===== src/rtl/mrmq_pkg.sv =====
// Package with shared types and constants of the MIDI receive merging queue.
package mrmq_pkg;

    // Default ring depth; the chain holds one entry fewer than this.
    localparam int MRMQ_DEPTH = 16;

    // Action codes of an input item.
    localparam logic ACT_PUSH = 1'b0;
    localparam logic ACT_POP  = 1'b1;

    // One three-byte MIDI message.
    typedef struct packed {
        logic [7:0] status;
        logic [7:0] key;
        logic [7:0] value;
    } t_msg;

    // Control broadcast from the top level to every cell.
    typedef struct packed {
        logic pop;
        logic push;
        logic any_hit;
        t_msg msg;
    } t_cell_ctl;

endpackage


===== src/rtl/mrmq_in_if.sv =====
// Channel interface for the input items of the merging queue.
interface mrmq_in_if;
    logic       valid;
    logic       ready;
    logic       action;
    logic [7:0] status_byte;
    logic [7:0] key_byte;
    logic [7:0] value_byte;

    modport source (output valid, action, status_byte, key_byte, value_byte, input ready);
    modport sink   (input valid, action, status_byte, key_byte, value_byte, output ready);
endinterface


===== src/rtl/mrmq_out_if.sv =====
// Channel interface for the result items of the merging queue.
interface mrmq_out_if;
    logic       valid;
    logic       ready;
    logic       popped_valid;
    logic [7:0] out_status;
    logic [7:0] out_key;
    logic [7:0] out_value;
    logic       merged;
    logic       dropped;

    modport source (output valid, popped_valid, out_status, out_key, out_value, merged,
                    dropped, input ready);
    modport sink   (input valid, popped_valid, out_status, out_key, out_value, merged,
                    dropped, output ready);
endinterface


===== src/rtl/mrmq_cell.sv =====
// One queue cell: holds one pending message, matches it and shifts toward the head.
module mrmq_cell (
    input  logic               i_clk,
    input  logic               i_rst_n,
    input  mrmq_pkg::t_cell_ctl i_ctl,
    input  logic               i_prev_valid,
    input  logic               i_hit,
    input  logic               i_nb_valid,
    input  mrmq_pkg::t_msg     i_nb_msg,
    output logic               o_valid,
    output mrmq_pkg::t_msg     o_msg,
    output logic               o_hit
);
    import mrmq_pkg::*;

    logic r_valid;
    logic n_valid;
    t_msg r_msg;
    t_msg n_msg;
    logic match;

    // A cell matches when it holds a message with the same status and key.
    assign match = r_valid && (r_msg.status == i_ctl.msg.status)
                           && (r_msg.key == i_ctl.msg.key);
    assign o_hit = i_hit | match;

    // Pop shifts the whole chain by one; push merges into the oldest match
    // or appends into the first free cell.
    always_comb begin
        n_valid = r_valid;
        n_msg   = r_msg;
        if (i_ctl.pop) begin
            n_valid = i_nb_valid;
            n_msg   = i_nb_msg;
        end else if (i_ctl.push) begin
            if (i_ctl.any_hit) begin
                if (match && !i_hit) begin
                    n_msg.value = i_ctl.msg.value;
                end
            end else if (i_prev_valid && !r_valid) begin
                n_valid = 1'b1;
                n_msg   = i_ctl.msg;
            end
        end
    end

    // Valid bit is control state; the message needs no reset.
    always_ff @(posedge i_clk) begin
        if (!i_rst_n) begin
            r_valid <= 1'b0;
        end else begin
            r_valid <= n_valid;
        end
        r_msg <= n_msg;
    end

    assign o_valid = r_valid;
    assign o_msg   = r_msg;

endmodule


===== src/rtl/midi_receive_merging_queue.sv =====
// Top level of the MIDI receive merging queue: cell chain and result register.
//
// Use: input items arrive on i_in (valid/ready). Action 0 pushes a message
// (status, key, value); action 1 pops the oldest pending message. Each
// accepted item yields exactly one result item on o_out. A push whose status
// and key match a pending entry only replaces that entry's value (merged);
// when DEPTH-1 entries are pending an unmatched push is discarded (dropped).
// A pop on an empty queue returns all-zero fields.
// The result is registered and valid in the cycle after the item is accepted.
// Throughput: one item per cycle unless the receiver stalls; the pending
// entries sit in a chain of DEPTH-1 cells that all compare in the same
// cycle, and a pop shifts the whole chain one cell toward the head.
// Reset clears every cell's valid bit, so the queue starts empty, and clears
// the result valid bit; i_in.ready is low while reset is held. When the
// receiver stalls, the result waits in the output register and i_in.ready
// stays low until it is taken; ready is high again in the cycle the result
// is taken.
module midi_receive_merging_queue #(
    parameter int DEPTH = mrmq_pkg::MRMQ_DEPTH
) (
    input  logic       i_clk,
    input  logic       i_rst_n,
    mrmq_in_if.sink    i_in,
    mrmq_out_if.source o_out
);
    import mrmq_pkg::*;

    localparam int NCELL = DEPTH - 1;

    t_cell_ctl  ctl;
    logic       accept;
    logic       in_ready;
    logic       full;
    logic       any_hit;
    logic [NCELL-1:0] cell_valid;
    logic [NCELL-1:0] cell_hit;
    t_msg       cell_msg [NCELL];

    logic       r_out_valid;
    logic       r_popped_valid;
    t_msg       r_pop_msg;
    logic       r_merged;
    logic       r_dropped;

    // Input side is free out of reset when the result register is empty or being emptied.
    assign in_ready   = i_rst_n && (!r_out_valid || o_out.ready);
    assign i_in.ready = in_ready;
    assign accept     = i_in.valid && in_ready;

    assign any_hit = cell_hit[NCELL-1];
    assign full    = cell_valid[NCELL-1];

    // Control broadcast to the cells.
    always_comb begin
        ctl.pop        = accept && (i_in.action == ACT_POP);
        ctl.push       = accept && (i_in.action == ACT_PUSH);
        ctl.any_hit    = any_hit;
        ctl.msg.status = i_in.status_byte;
        ctl.msg.key    = i_in.key_byte;
        ctl.msg.value  = i_in.value_byte;
    end

    // Chain of cells, oldest entry in cell zero.
    for (genvar g = 0; g < NCELL; g++) begin : g_cell
        logic prev_valid;
        logic hit_in;
        logic nb_valid;
        t_msg nb_msg;

        if (g == 0) begin : g_head
            assign prev_valid = 1'b1;
            assign hit_in     = 1'b0;
        end else begin : g_body
            assign prev_valid = cell_valid[g-1];
            assign hit_in     = cell_hit[g-1];
        end

        if (g == NCELL - 1) begin : g_tail
            assign nb_valid = 1'b0;
            assign nb_msg   = '0;
        end else begin : g_inner
            assign nb_valid = cell_valid[g+1];
            assign nb_msg   = cell_msg[g+1];
        end

        mrmq_cell u_cell (
            .i_clk        (i_clk),
            .i_rst_n      (i_rst_n),
            .i_ctl        (ctl),
            .i_prev_valid (prev_valid),
            .i_hit        (hit_in),
            .i_nb_valid   (nb_valid),
            .i_nb_msg     (nb_msg),
            .o_valid      (cell_valid[g]),
            .o_msg        (cell_msg[g]),
            .o_hit        (cell_hit[g])
        );
    end

    // Result register; valid is reset, the payload is loaded on acceptance.
    always_ff @(posedge i_clk) begin
        if (!i_rst_n) begin
            r_out_valid <= 1'b0;
        end else if (in_ready) begin
            r_out_valid <= i_in.valid;
        end
        if (accept) begin
            r_popped_valid <= ctl.pop && cell_valid[0];
            r_pop_msg      <= (ctl.pop && cell_valid[0]) ? cell_msg[0] : '0;
            r_merged       <= ctl.push && any_hit;
            r_dropped      <= ctl.push && !any_hit && full;
        end
    end

    assign o_out.valid        = r_out_valid;
    assign o_out.popped_valid = r_popped_valid;
    assign o_out.out_status   = r_pop_msg.status;
    assign o_out.out_key      = r_pop_msg.key;
    assign o_out.out_value    = r_pop_msg.value;
    assign o_out.merged       = r_merged;
    assign o_out.dropped      = r_dropped;

endmodule

===== src/flat_wrapper.sv =====
// flat-port wrapper written by rule: the top's interface ports become plain ports
module midi_receive_merging_queue_flat import mrmq_pkg::*;
#(
    parameter int DEPTH = mrmq_pkg::MRMQ_DEPTH
)
  (i_clk, i_rst_n, i_in_valid, i_in_action, i_in_status_byte, i_in_key_byte, i_in_value_byte, i_in_ready, o_out_valid, o_out_popped_valid, o_out_out_status, o_out_out_key, o_out_out_value, o_out_merged, o_out_dropped, o_out_ready);
  mrmq_in_if i_in_i ();
  mrmq_out_if o_out_i ();
  input  logic i_clk;
  input  logic i_rst_n;
  input wire logic [$bits(i_in_i.valid)-1:0] i_in_valid;
  input wire logic [$bits(i_in_i.action)-1:0] i_in_action;
  input wire logic [$bits(i_in_i.status_byte)-1:0] i_in_status_byte;
  input wire logic [$bits(i_in_i.key_byte)-1:0] i_in_key_byte;
  input wire logic [$bits(i_in_i.value_byte)-1:0] i_in_value_byte;
  output wire logic [$bits(i_in_i.ready)-1:0] i_in_ready;
  output wire logic [$bits(o_out_i.valid)-1:0] o_out_valid;
  output wire logic [$bits(o_out_i.popped_valid)-1:0] o_out_popped_valid;
  output wire logic [$bits(o_out_i.out_status)-1:0] o_out_out_status;
  output wire logic [$bits(o_out_i.out_key)-1:0] o_out_out_key;
  output wire logic [$bits(o_out_i.out_value)-1:0] o_out_out_value;
  output wire logic [$bits(o_out_i.merged)-1:0] o_out_merged;
  output wire logic [$bits(o_out_i.dropped)-1:0] o_out_dropped;
  input wire logic [$bits(o_out_i.ready)-1:0] o_out_ready;
  assign i_in_i.valid = i_in_valid;
  assign i_in_i.action = i_in_action;
  assign i_in_i.status_byte = i_in_status_byte;
  assign i_in_i.key_byte = i_in_key_byte;
  assign i_in_i.value_byte = i_in_value_byte;
  assign i_in_ready = i_in_i.ready;
  assign o_out_valid = o_out_i.valid;
  assign o_out_popped_valid = o_out_i.popped_valid;
  assign o_out_out_status = o_out_i.out_status;
  assign o_out_out_key = o_out_i.out_key;
  assign o_out_out_value = o_out_i.out_value;
  assign o_out_merged = o_out_i.merged;
  assign o_out_dropped = o_out_i.dropped;
  assign o_out_i.ready = o_out_ready;
  midi_receive_merging_queue #(.DEPTH(DEPTH)) u_core (.i_clk(i_clk), .i_rst_n(i_rst_n), .i_in(i_in_i), .o_out(o_out_i));
endmodule

===== config.mk =====
export PLATFORM = sky130hd
export DESIGN_NAME = midi_receive_merging_queue_flat
export DESIGN_NICKNAME = d
export VERILOG_FILES = /design/src/rtl/mrmq_pkg.sv /design/src/rtl/mrmq_in_if.sv /design/src/rtl/mrmq_out_if.sv /design/src/rtl/mrmq_cell.sv /design/src/rtl/midi_receive_merging_queue.sv /design/src/flat_wrapper.sv
export SDC_FILE = /design/constraint.sdc
export NUM_CORES = 1
export LEC_CHECK = 0
export CAP_MARGIN = 25
export CORE_MARGIN = 2
export CORE_UTILIZATION = 42
export DETAILED_ROUTE_END_ITERATION = 8
export DONT_BUFFER_PORTS = 1
export PLACE_DENSITY_LB_ADDON = 0.15
export SETUP_SLACK_MARGIN = 0.05
export SLEW_MARGIN = 10
export SYNTH_ARGS = -nofsm -noshare
export SYNTH_HDL_FRONTEND = slang
export SYNTH_HIERARCHICAL = 1
export SYNTH_SLANG_ARGS = --single-unit

===== constraint.sdc =====
create_clock -name i_clk -period 12 [get_ports i_clk]
set_input_delay 1.8 -clock i_clk [delete_from_list [all_inputs] [get_ports i_clk]]
set_output_delay 1.8 -clock i_clk [all_outputs]
set_load 0.005 [all_outputs]

After elaboration in Yosys (flattened, before gate mapping)
Cells that the tools add are included.
{"block": "totals", "reg_bits": 403, "in_bits": 29, "output_inout_bits": 29, "wordCells": 431}
{"block": "op_classes", "eq_ne": 48, "mux": 142, "bitwise_logic": 17, "n_reduce_logical": 157}
{"cell": "two-way mux 24 bit", "n": 42}
{"cell": "two-way mux 8 bit", "n": 31}
{"cell": "== test 8 bit", "n": 30}
{"cell": "two-way mux 16 bit", "n": 14}
{"cell": "AND reduction 3 bit", "n": 30}
{"cell": "logical AND 1 bit", "n": 66}
{"cell": "two-way mux 1 bit", "n": 55}
{"cell": "inequality test 3 x 2 -> 1 bit, second input constant", "n": 14}
{"cell": "nonzero test 3 bit", "n": 13}
{"cell": "zero test 1 bit", "n": 30}
{"cell": "nonzero test 2 bit", "n": 15}
{"cell": "OR 1 bit", "n": 14}
{"cell": "inequality test 2 x 1 -> 1 bit, second input constant", "n": 2}
{"cell": "inequality test 3 x 1 -> 1 bit, second input constant", "n": 1}
{"cell": "NOT 1 bit", "n": 3}
{"cell": "inequality test 2 bit, second input constant", "n": 1}
{"cell": "AND reduction 2 bit", "n": 1}
{"cell": "OR reduction 2 bit", "n": 1}
{"cell": "logical OR 1 bit", "n": 1}

Logic depth before layout (Yosys ltp)
{"block": "logic_depth", "word_depth": 21, "mapped_depth": 22, "depth_no_buf": 22}

Modules after synthesis
Netlist, hierarchy kept.
{"module": "mrmq_cell", "instances": 15, "cells_each": 87, "area_each_um2": 1270.0, "seq_area_each_um2": 740.7}
{"module": "midi_receive_merging_queue", "instances": 1, "cells_each": 74, "area_each_um2": 1343.8, "seq_area_each_um2": 830.8}

Worst setup path after synthesis
OpenSTA, ideal clock, no wires.
{"block": "synth_path", "path_kind": "in2reg", "from": "in i_in_key_byte[3]", "to": "reg u_core.g_cell[10].u_cell.r_msg (netlist bit u_core/g_cell[10].u_cell/o_msg[0]), enable pin", "arrival_time_ns": 6.880, "path_slack_ns": 4.777, "cell_stages": 20, "n_path_buf": 0, "cell_sequence": "inv_1 > o22ai_1 > or4_4 > o21bai_2 > o21bai_2 > o21bai_2 > o21bai_2 > o21bai_2 > o21bai_2 > o21bai_2 > o21bai_2 > o21bai_2 > o21bai_2 > o21bai_2 > o21bai_2 > o21bai_2 > o21bai_2 > o21bai_2 > o31ai_1 > o21bai_2"}
{"block": "synth_via", "elab_chain_len": 18}
{"item": "start, declared", "line": "flat_wrapper.sv:14", "rtl": "input wire logic [$bits(i_in_i.key_byte)-1:0] i_in_key_byte;"}
{"item": "== test 8 bit (*)", "line": "mrmq_cell.sv:24", "rtl": "&& (r_msg.key == i_ctl.msg.key);"}
{"item": "logical AND 1 bit (*)", "line": "mrmq_cell.sv:24"}
{"item": "named net u_core.g_cell[1].hit_in", "line": "midi_receive_merging_queue.sv:66", "rtl": "logic hit_in;"}
{"item": "OR 1 bit (*)", "line": "mrmq_cell.sv:25", "rtl": "assign o_hit = i_hit | match;"}
{"item": "named net u_core.g_cell[2].hit_in", "line": "midi_receive_merging_queue.sv:66"}
{"item": "OR 1 bit (*)", "line": "mrmq_cell.sv:25"}
{"item": "named net u_core.g_cell[3].hit_in", "line": "midi_receive_merging_queue.sv:66"}
{"item": "OR 1 bit (*)", "line": "mrmq_cell.sv:25"}
{"item": "named net u_core.g_cell[4].hit_in", "line": "midi_receive_merging_queue.sv:66"}
{"item": "[... 1 more ...]"}
{"item": "named net u_core.g_cell[5].hit_in", "line": "midi_receive_merging_queue.sv:66"}
{"item": "[... 1 more ...]"}
{"item": "named net u_core.g_cell[6].hit_in", "line": "midi_receive_merging_queue.sv:66"}
{"item": "[... 1 more ...]"}
{"item": "named net u_core.g_cell[7].hit_in", "line": "midi_receive_merging_queue.sv:66"}
{"item": "[... 1 more ...]"}
{"item": "named net u_core.g_cell[8].hit_in", "line": "midi_receive_merging_queue.sv:66"}
{"item": "[... 1 more ...]"}
{"item": "named net u_core.g_cell[9].hit_in", "line": "midi_receive_merging_queue.sv:66"}
{"item": "[... 1 more ...]"}
{"item": "named net u_core.g_cell[10].hit_in", "line": "midi_receive_merging_queue.sv:66"}
{"item": "[... 1 more ...]"}
{"item": "named net u_core.g_cell[11].hit_in", "line": "midi_receive_merging_queue.sv:66"}
{"item": "[... 1 more ...]"}
{"item": "named net u_core.g_cell[12].hit_in", "line": "midi_receive_merging_queue.sv:66"}
{"item": "OR 1 bit (*)", "line": "mrmq_cell.sv:25"}
{"item": "named net u_core.g_cell[13].hit_in", "line": "midi_receive_merging_queue.sv:66"}
{"item": "OR 1 bit (*)", "line": "mrmq_cell.sv:25"}
{"item": "named net u_core.g_cell[14].hit_in", "line": "midi_receive_merging_queue.sv:66"}
{"item": "OR 1 bit (*)", "line": "mrmq_cell.sv:25"}
{"item": "named net u_core.any_hit", "line": "midi_receive_merging_queue.sv:34", "rtl": "logic any_hit;"}
{"item": "inequality test 3 x 2 -> 1 bit (no line) / nonzero test 3 bit (equally long branches)"}
{"item": "AND reduction 3 bit (no line) (*)"}
{"item": "end signal, assigned", "line": "mrmq_cell.sv:54", "rtl": "r_msg <= n_msg;"}
{"item": "end, declared", "line": "mrmq_cell.sv:18", "rtl": "t_msg r_msg;"}
Mark *: on every way through the listed nets, which the timed path passes. The rest lies on a longest branch.
A chain may end at the register's enable or synchronous reset.

Final worst setup path
{"block": "layout_path", "from": "in i_in_key_byte[2]", "to": "reg u_core.g_cell[0].u_cell.r_msg (netlist bit u_core/g_cell[0].u_cell/o_msg[1]), enable pin"}
{"block": "layout_via", "elab_chain_len": 18}
{"item": "== test 8 bit (*)", "line": "mrmq_cell.sv:24"}
{"item": "logical AND 1 bit (*)", "line": "mrmq_cell.sv:24"}
{"item": "named net u_core.g_cell[1].hit_in", "line": "midi_receive_merging_queue.sv:66"}
{"item": "OR 1 bit (*)", "line": "mrmq_cell.sv:25"}
{"item": "named net u_core.g_cell[2].hit_in", "line": "midi_receive_merging_queue.sv:66"}
{"item": "OR 1 bit (*)", "line": "mrmq_cell.sv:25"}
{"item": "named net u_core.g_cell[3].hit_in", "line": "midi_receive_merging_queue.sv:66"}
{"item": "OR 1 bit (*)", "line": "mrmq_cell.sv:25"}
{"item": "named net u_core.g_cell[4].hit_in", "line": "midi_receive_merging_queue.sv:66"}
{"item": "[... 1 more ...]"}
{"item": "named net u_core.g_cell[5].hit_in", "line": "midi_receive_merging_queue.sv:66"}
{"item": "[... 1 more ...]"}
{"item": "named net u_core.g_cell[6].hit_in", "line": "midi_receive_merging_queue.sv:66"}
{"item": "[... 1 more ...]"}
{"item": "named net u_core.g_cell[7].hit_in", "line": "midi_receive_merging_queue.sv:66"}
{"item": "[... 1 more ...]"}
{"item": "named net u_core.g_cell[8].hit_in", "line": "midi_receive_merging_queue.sv:66"}
{"item": "[... 1 more ...]"}
{"item": "named net u_core.g_cell[9].hit_in", "line": "midi_receive_merging_queue.sv:66"}
{"item": "[... 1 more ...]"}
{"item": "named net u_core.g_cell[10].hit_in", "line": "midi_receive_merging_queue.sv:66"}
{"item": "[... 1 more ...]"}
{"item": "named net u_core.g_cell[11].hit_in", "line": "midi_receive_merging_queue.sv:66"}
{"item": "[... 1 more ...]"}
{"item": "named net u_core.g_cell[12].hit_in", "line": "midi_receive_merging_queue.sv:66"}
{"item": "OR 1 bit (*)", "line": "mrmq_cell.sv:25"}
{"item": "named net u_core.g_cell[13].hit_in", "line": "midi_receive_merging_queue.sv:66"}
{"item": "OR 1 bit (*)", "line": "mrmq_cell.sv:25"}
{"item": "named net u_core.g_cell[14].hit_in", "line": "midi_receive_merging_queue.sv:66"}
{"item": "OR 1 bit (*)", "line": "mrmq_cell.sv:25"}
{"item": "named net u_core.any_hit", "line": "midi_receive_merging_queue.sv:34"}
{"item": "inequality test 3 x 1 -> 1 bit (no line) / inequality test 3 x 2 -> 1 bit (equally long branches)"}
{"item": "AND reduction 3 bit (no line) (*)"}
{"item": "end signal, assigned", "line": "mrmq_cell.sv:54"}
{"item": "end, declared", "line": "mrmq_cell.sv:18"}
Marked as above.

==> key figures <==
Die
  – Die width: 224 µm
  – Core box area: 47,800 µm²
  – Die height: 224 µm
  – I/O pin total: 58
  – # rows: 80
  – Die area: 50,300 µm²
  – Starting Density: 42.6%

Clock tree
  – Number of CTS-inserted buffers: 46
  – Worst-path clk slew: 60 ps
  – Clk Latency, worst-skew pair: 570 ps
  – Htree depth: 2
  – Root Buffer: clkbuf_16
  – # resized after CTS: 0
  – Clk sink count: 403
  – Hold buffers post-CTS: 0
  – CTS max path bufs: 3
  – CTS tree: yes
  – # Post-CTS Setup Buffers: 0

Power
  – VDD IR max: 0.0966 mV
  – Leakage: 0.00740 µW
  – Power Dens Cells: 140 nW/µm²

STA
  – RSZ-0062 raised after global routing: false
  – Worst slew pin tran: 1060 ps
  – Setup TNS: 0 ps
  – Peak Freq: 0.155 GHz
  – Fin. max-slew vios: 0
  – Hold Violations, Final: 0
  – Clock skew: 16.0 ps
  – Final period utilization: 53.7%
  – Post-layout minimum cycle time: 6440 ps
  – Final worst setup slack: 5560 ps
  – Slew margin rel.: 29.3%
  – Setup violations, final: 0

Worst setup path
  – CP Data Arrival Time: 6660 ps
  – Worst r2r src: u_core/g_cell[0].u_cell/o_msg[10]
  – Reg-to-reg endpoint: u_core/g_cell[0].u_cell/o_msg[1]
  – Worst Path Required: 12,220 ps
  – Critical path capture point type: register
  – R2R depth: 22
  – CP Class: in2reg
  – FF-to-FF setup slack: 6270 ps
  – Critical-path maximum fanout: 32
  – CP Launch Type: input port

Placement
  – GP Congestion: 0.821
  – Port-buffer cells: 0
  – Placement Setup Slack: 5050 ps
  – HPWL after DPL: 29,500 µm
  – Placed insts: 1,992
  – Area after DPL: 21,300 µm²

Final layout
  – Total area of sequential cells: 11,900 µm²
  – Net count, final: 1,456
  – Antenna cells: 0
  – Leading cell type in the layout, fill and taps excluded: edfxtp_1
  – Commonest non-fill, non-tap cells in the layout: edfxtp_1 (387), mux2_1 (195), mux2_2 (150)
  – Post-route cell area: 22,700 µm²
  – Layout area overhead: 11.3%
  – Multi-input gate area: 8130 µm²
  – Fillers: 4,125
  – Share of cells above drive strength 1: 23.7%
  – Non-Filler Instances: 2,073

Flow run
  – Max_cap viols: 0

Global route
  – First-pass GRT wire length: 69,100 µm
  – Total GRT Usage: 17.9%
  – Largest net degree at the start of global routing: 90
  – Initial antenna violation count: 0
  – GR Overflow Total: 0
  – Number of global-route vias before repair: 11.4k

Detailed routing
  – Routed vias: 11.3k
  – Detail-routed via count per cell: 5.45
  – Final ANT Viol Nets: 0
  – DRC: 0
  – WL/cell: 21.6 µm
  – 1st-pass router iterations: 7
  – Post-Route WL: 44,800 µm
  – Initial DRC count: 896

Hold path
  – Hold EP: u_core/g_cell[3].u_cell/o_msg[0]
  – Min-delay src: u_core/g_cell[4].u_cell/o_msg[0]
  – Hold path depth: 1
  – Worst Hold Class: reg2reg

Synth
  – Synth Area in Simple Gates: 6.38%
  – Post-synthesis compound-gate area fraction: 5.01%
  – Mux cell area share after synthesis: 19.1%
  – Area share of xor/xnor cells in the synthesized design: 8.37%
  – Synth Area in Adders: 0%
  – Largest family of logic cells by synthesized area: multiplexers
  – Register bit total from synthesis: 403
  – Prevailing post-synth register cell: edfxtp_1
  – Fraction of registers with async set/reset: 0%
  – Ys Warns: 6
  – Synth cell types: 36
  – Mapped Area: 20,400 µm²
  – Mapped Cells: 1,379
  – Mapped Avg Cell Area: 14.8 µm²
  – Post-synth EDFFs: 387
  – Post-synthesis sequential area ratio: 58.6%

Status
  – Run status: complete, no violations
[Yosys cell counts (17+ instances only)]
master	n	area share, %
edfxtp_1	387	57
mux2_1	195	11
mux2_2	150	8.3
xor2_1	105	4.5
xnor2_1	90	3.9
nand2_1	61	1.1
buf_2	45	1.1
inv_1	45	0.83
nand4_1	30	0.92
o21bai_2	30	1.7
nor3_1	17	0.42
nor4b_2	17	1.3
[critical path, cell delays in order]
cell and delay [ps]:
xnor2_1 110, nand4_1 170, or4_4 170, o21bai_2 70
o21bai_2 190, o21bai_2 190, o21bai_2 200, o21bai_2 200
o21bai_2 200, o21bai_2 200, o21bai_2 200, o21bai_2 200
o21bai_2 190, o21bai_2 200, o21bai_2 200, o21bai_2 190
o21bai_2 190, o21bai_4 170, buf_4 270, o31ai_2 710
buf_4 340, o21bai_2 260
[where the power goes]
part	leakage (µW)	internal (µW)	switching, µW	total (µW)
Clock	0.000669	775	546	1320
Sequential	0.00370	1600	26.6	1630
Combinational	0.00303	113	118	231
[kinds of logic (layout without fill, tap and decap cells)]
family	Yosys count	count (layout)
AND/OR/NAND/NOR	200	200
AO/OA/AOI/OAI	121	121
other	2	28
multiplexers	345	345
flip-flops	403	403
XOR/XNOR	195	195
buffers and inverters	113	166
[area by class of cell]
class                   instances  area share (%)
clock buffers                  65            5.61
inverters                      60           0.992
multi-input cells             889            35.8
well taps                     615            3.39
clock inverters                14           0.507
flip-flops and latches        403            52.6
repair buffers                 27            1.04
[state kept, by name (all words and copies together), names as in the netlist]
name                          count
u_core/o_out.popped_valid         1
u_core/o_out.dropped              1
u_core/o_out.merged               1
u_core/g_cell.u_cell/o_msg      360
u_core/g_cell.u_cell/o_valid     15
u_core/o_out.out_value            8
u_core/o_out.out_key              8
u_core/o_out.valid                1
u_core/o_out.out_status           8
[metrics by stage]
stage | total power, µW | utilization (%) | hold WS, ps
global placement | 1890 | 44.4 | 511
floorplan | 1830 | - | 508
CTS | 3220 | 47.3 | 528
global route | 3300 | 47.4 | 539
finish | 3180 | 47.4 | 525
detailed placement | 1890 | 44.4 | 516
[metal layers]
layer / GRT usage, % / part of all wire, %
met3: 3.33 / 4.4
met4: 4.51 / 2.1
met2: 29.4 / 47
met1: 24.4 / 46
met5: 0 / 0
[worst max-delay path by stage]
stage	slack, ps	startpoint	end
CTS	5650	i_in_key_byte[2]	u_core/g_cell[0].u_cell/o_msg[4]
detailed placement	5050	i_in_key_byte[2]	u_core/g_cell[0].u_cell/o_msg[4]
global route	5420	i_in_key_byte[2]	u_core/g_cell[0].u_cell/o_msg[3]
global placement	5130	i_in_key_byte[2]	u_core/g_cell[0].u_cell/o_msg[4]
finish	5560	i_in_key_byte[2]	u_core/g_cell[0].u_cell/o_msg[1]
floorplan	4780	i_in_key_byte[3]	u_core/g_cell[10].u_cell/o_msg[0]
Note: power is estimated with default switching activity, not from simulation.
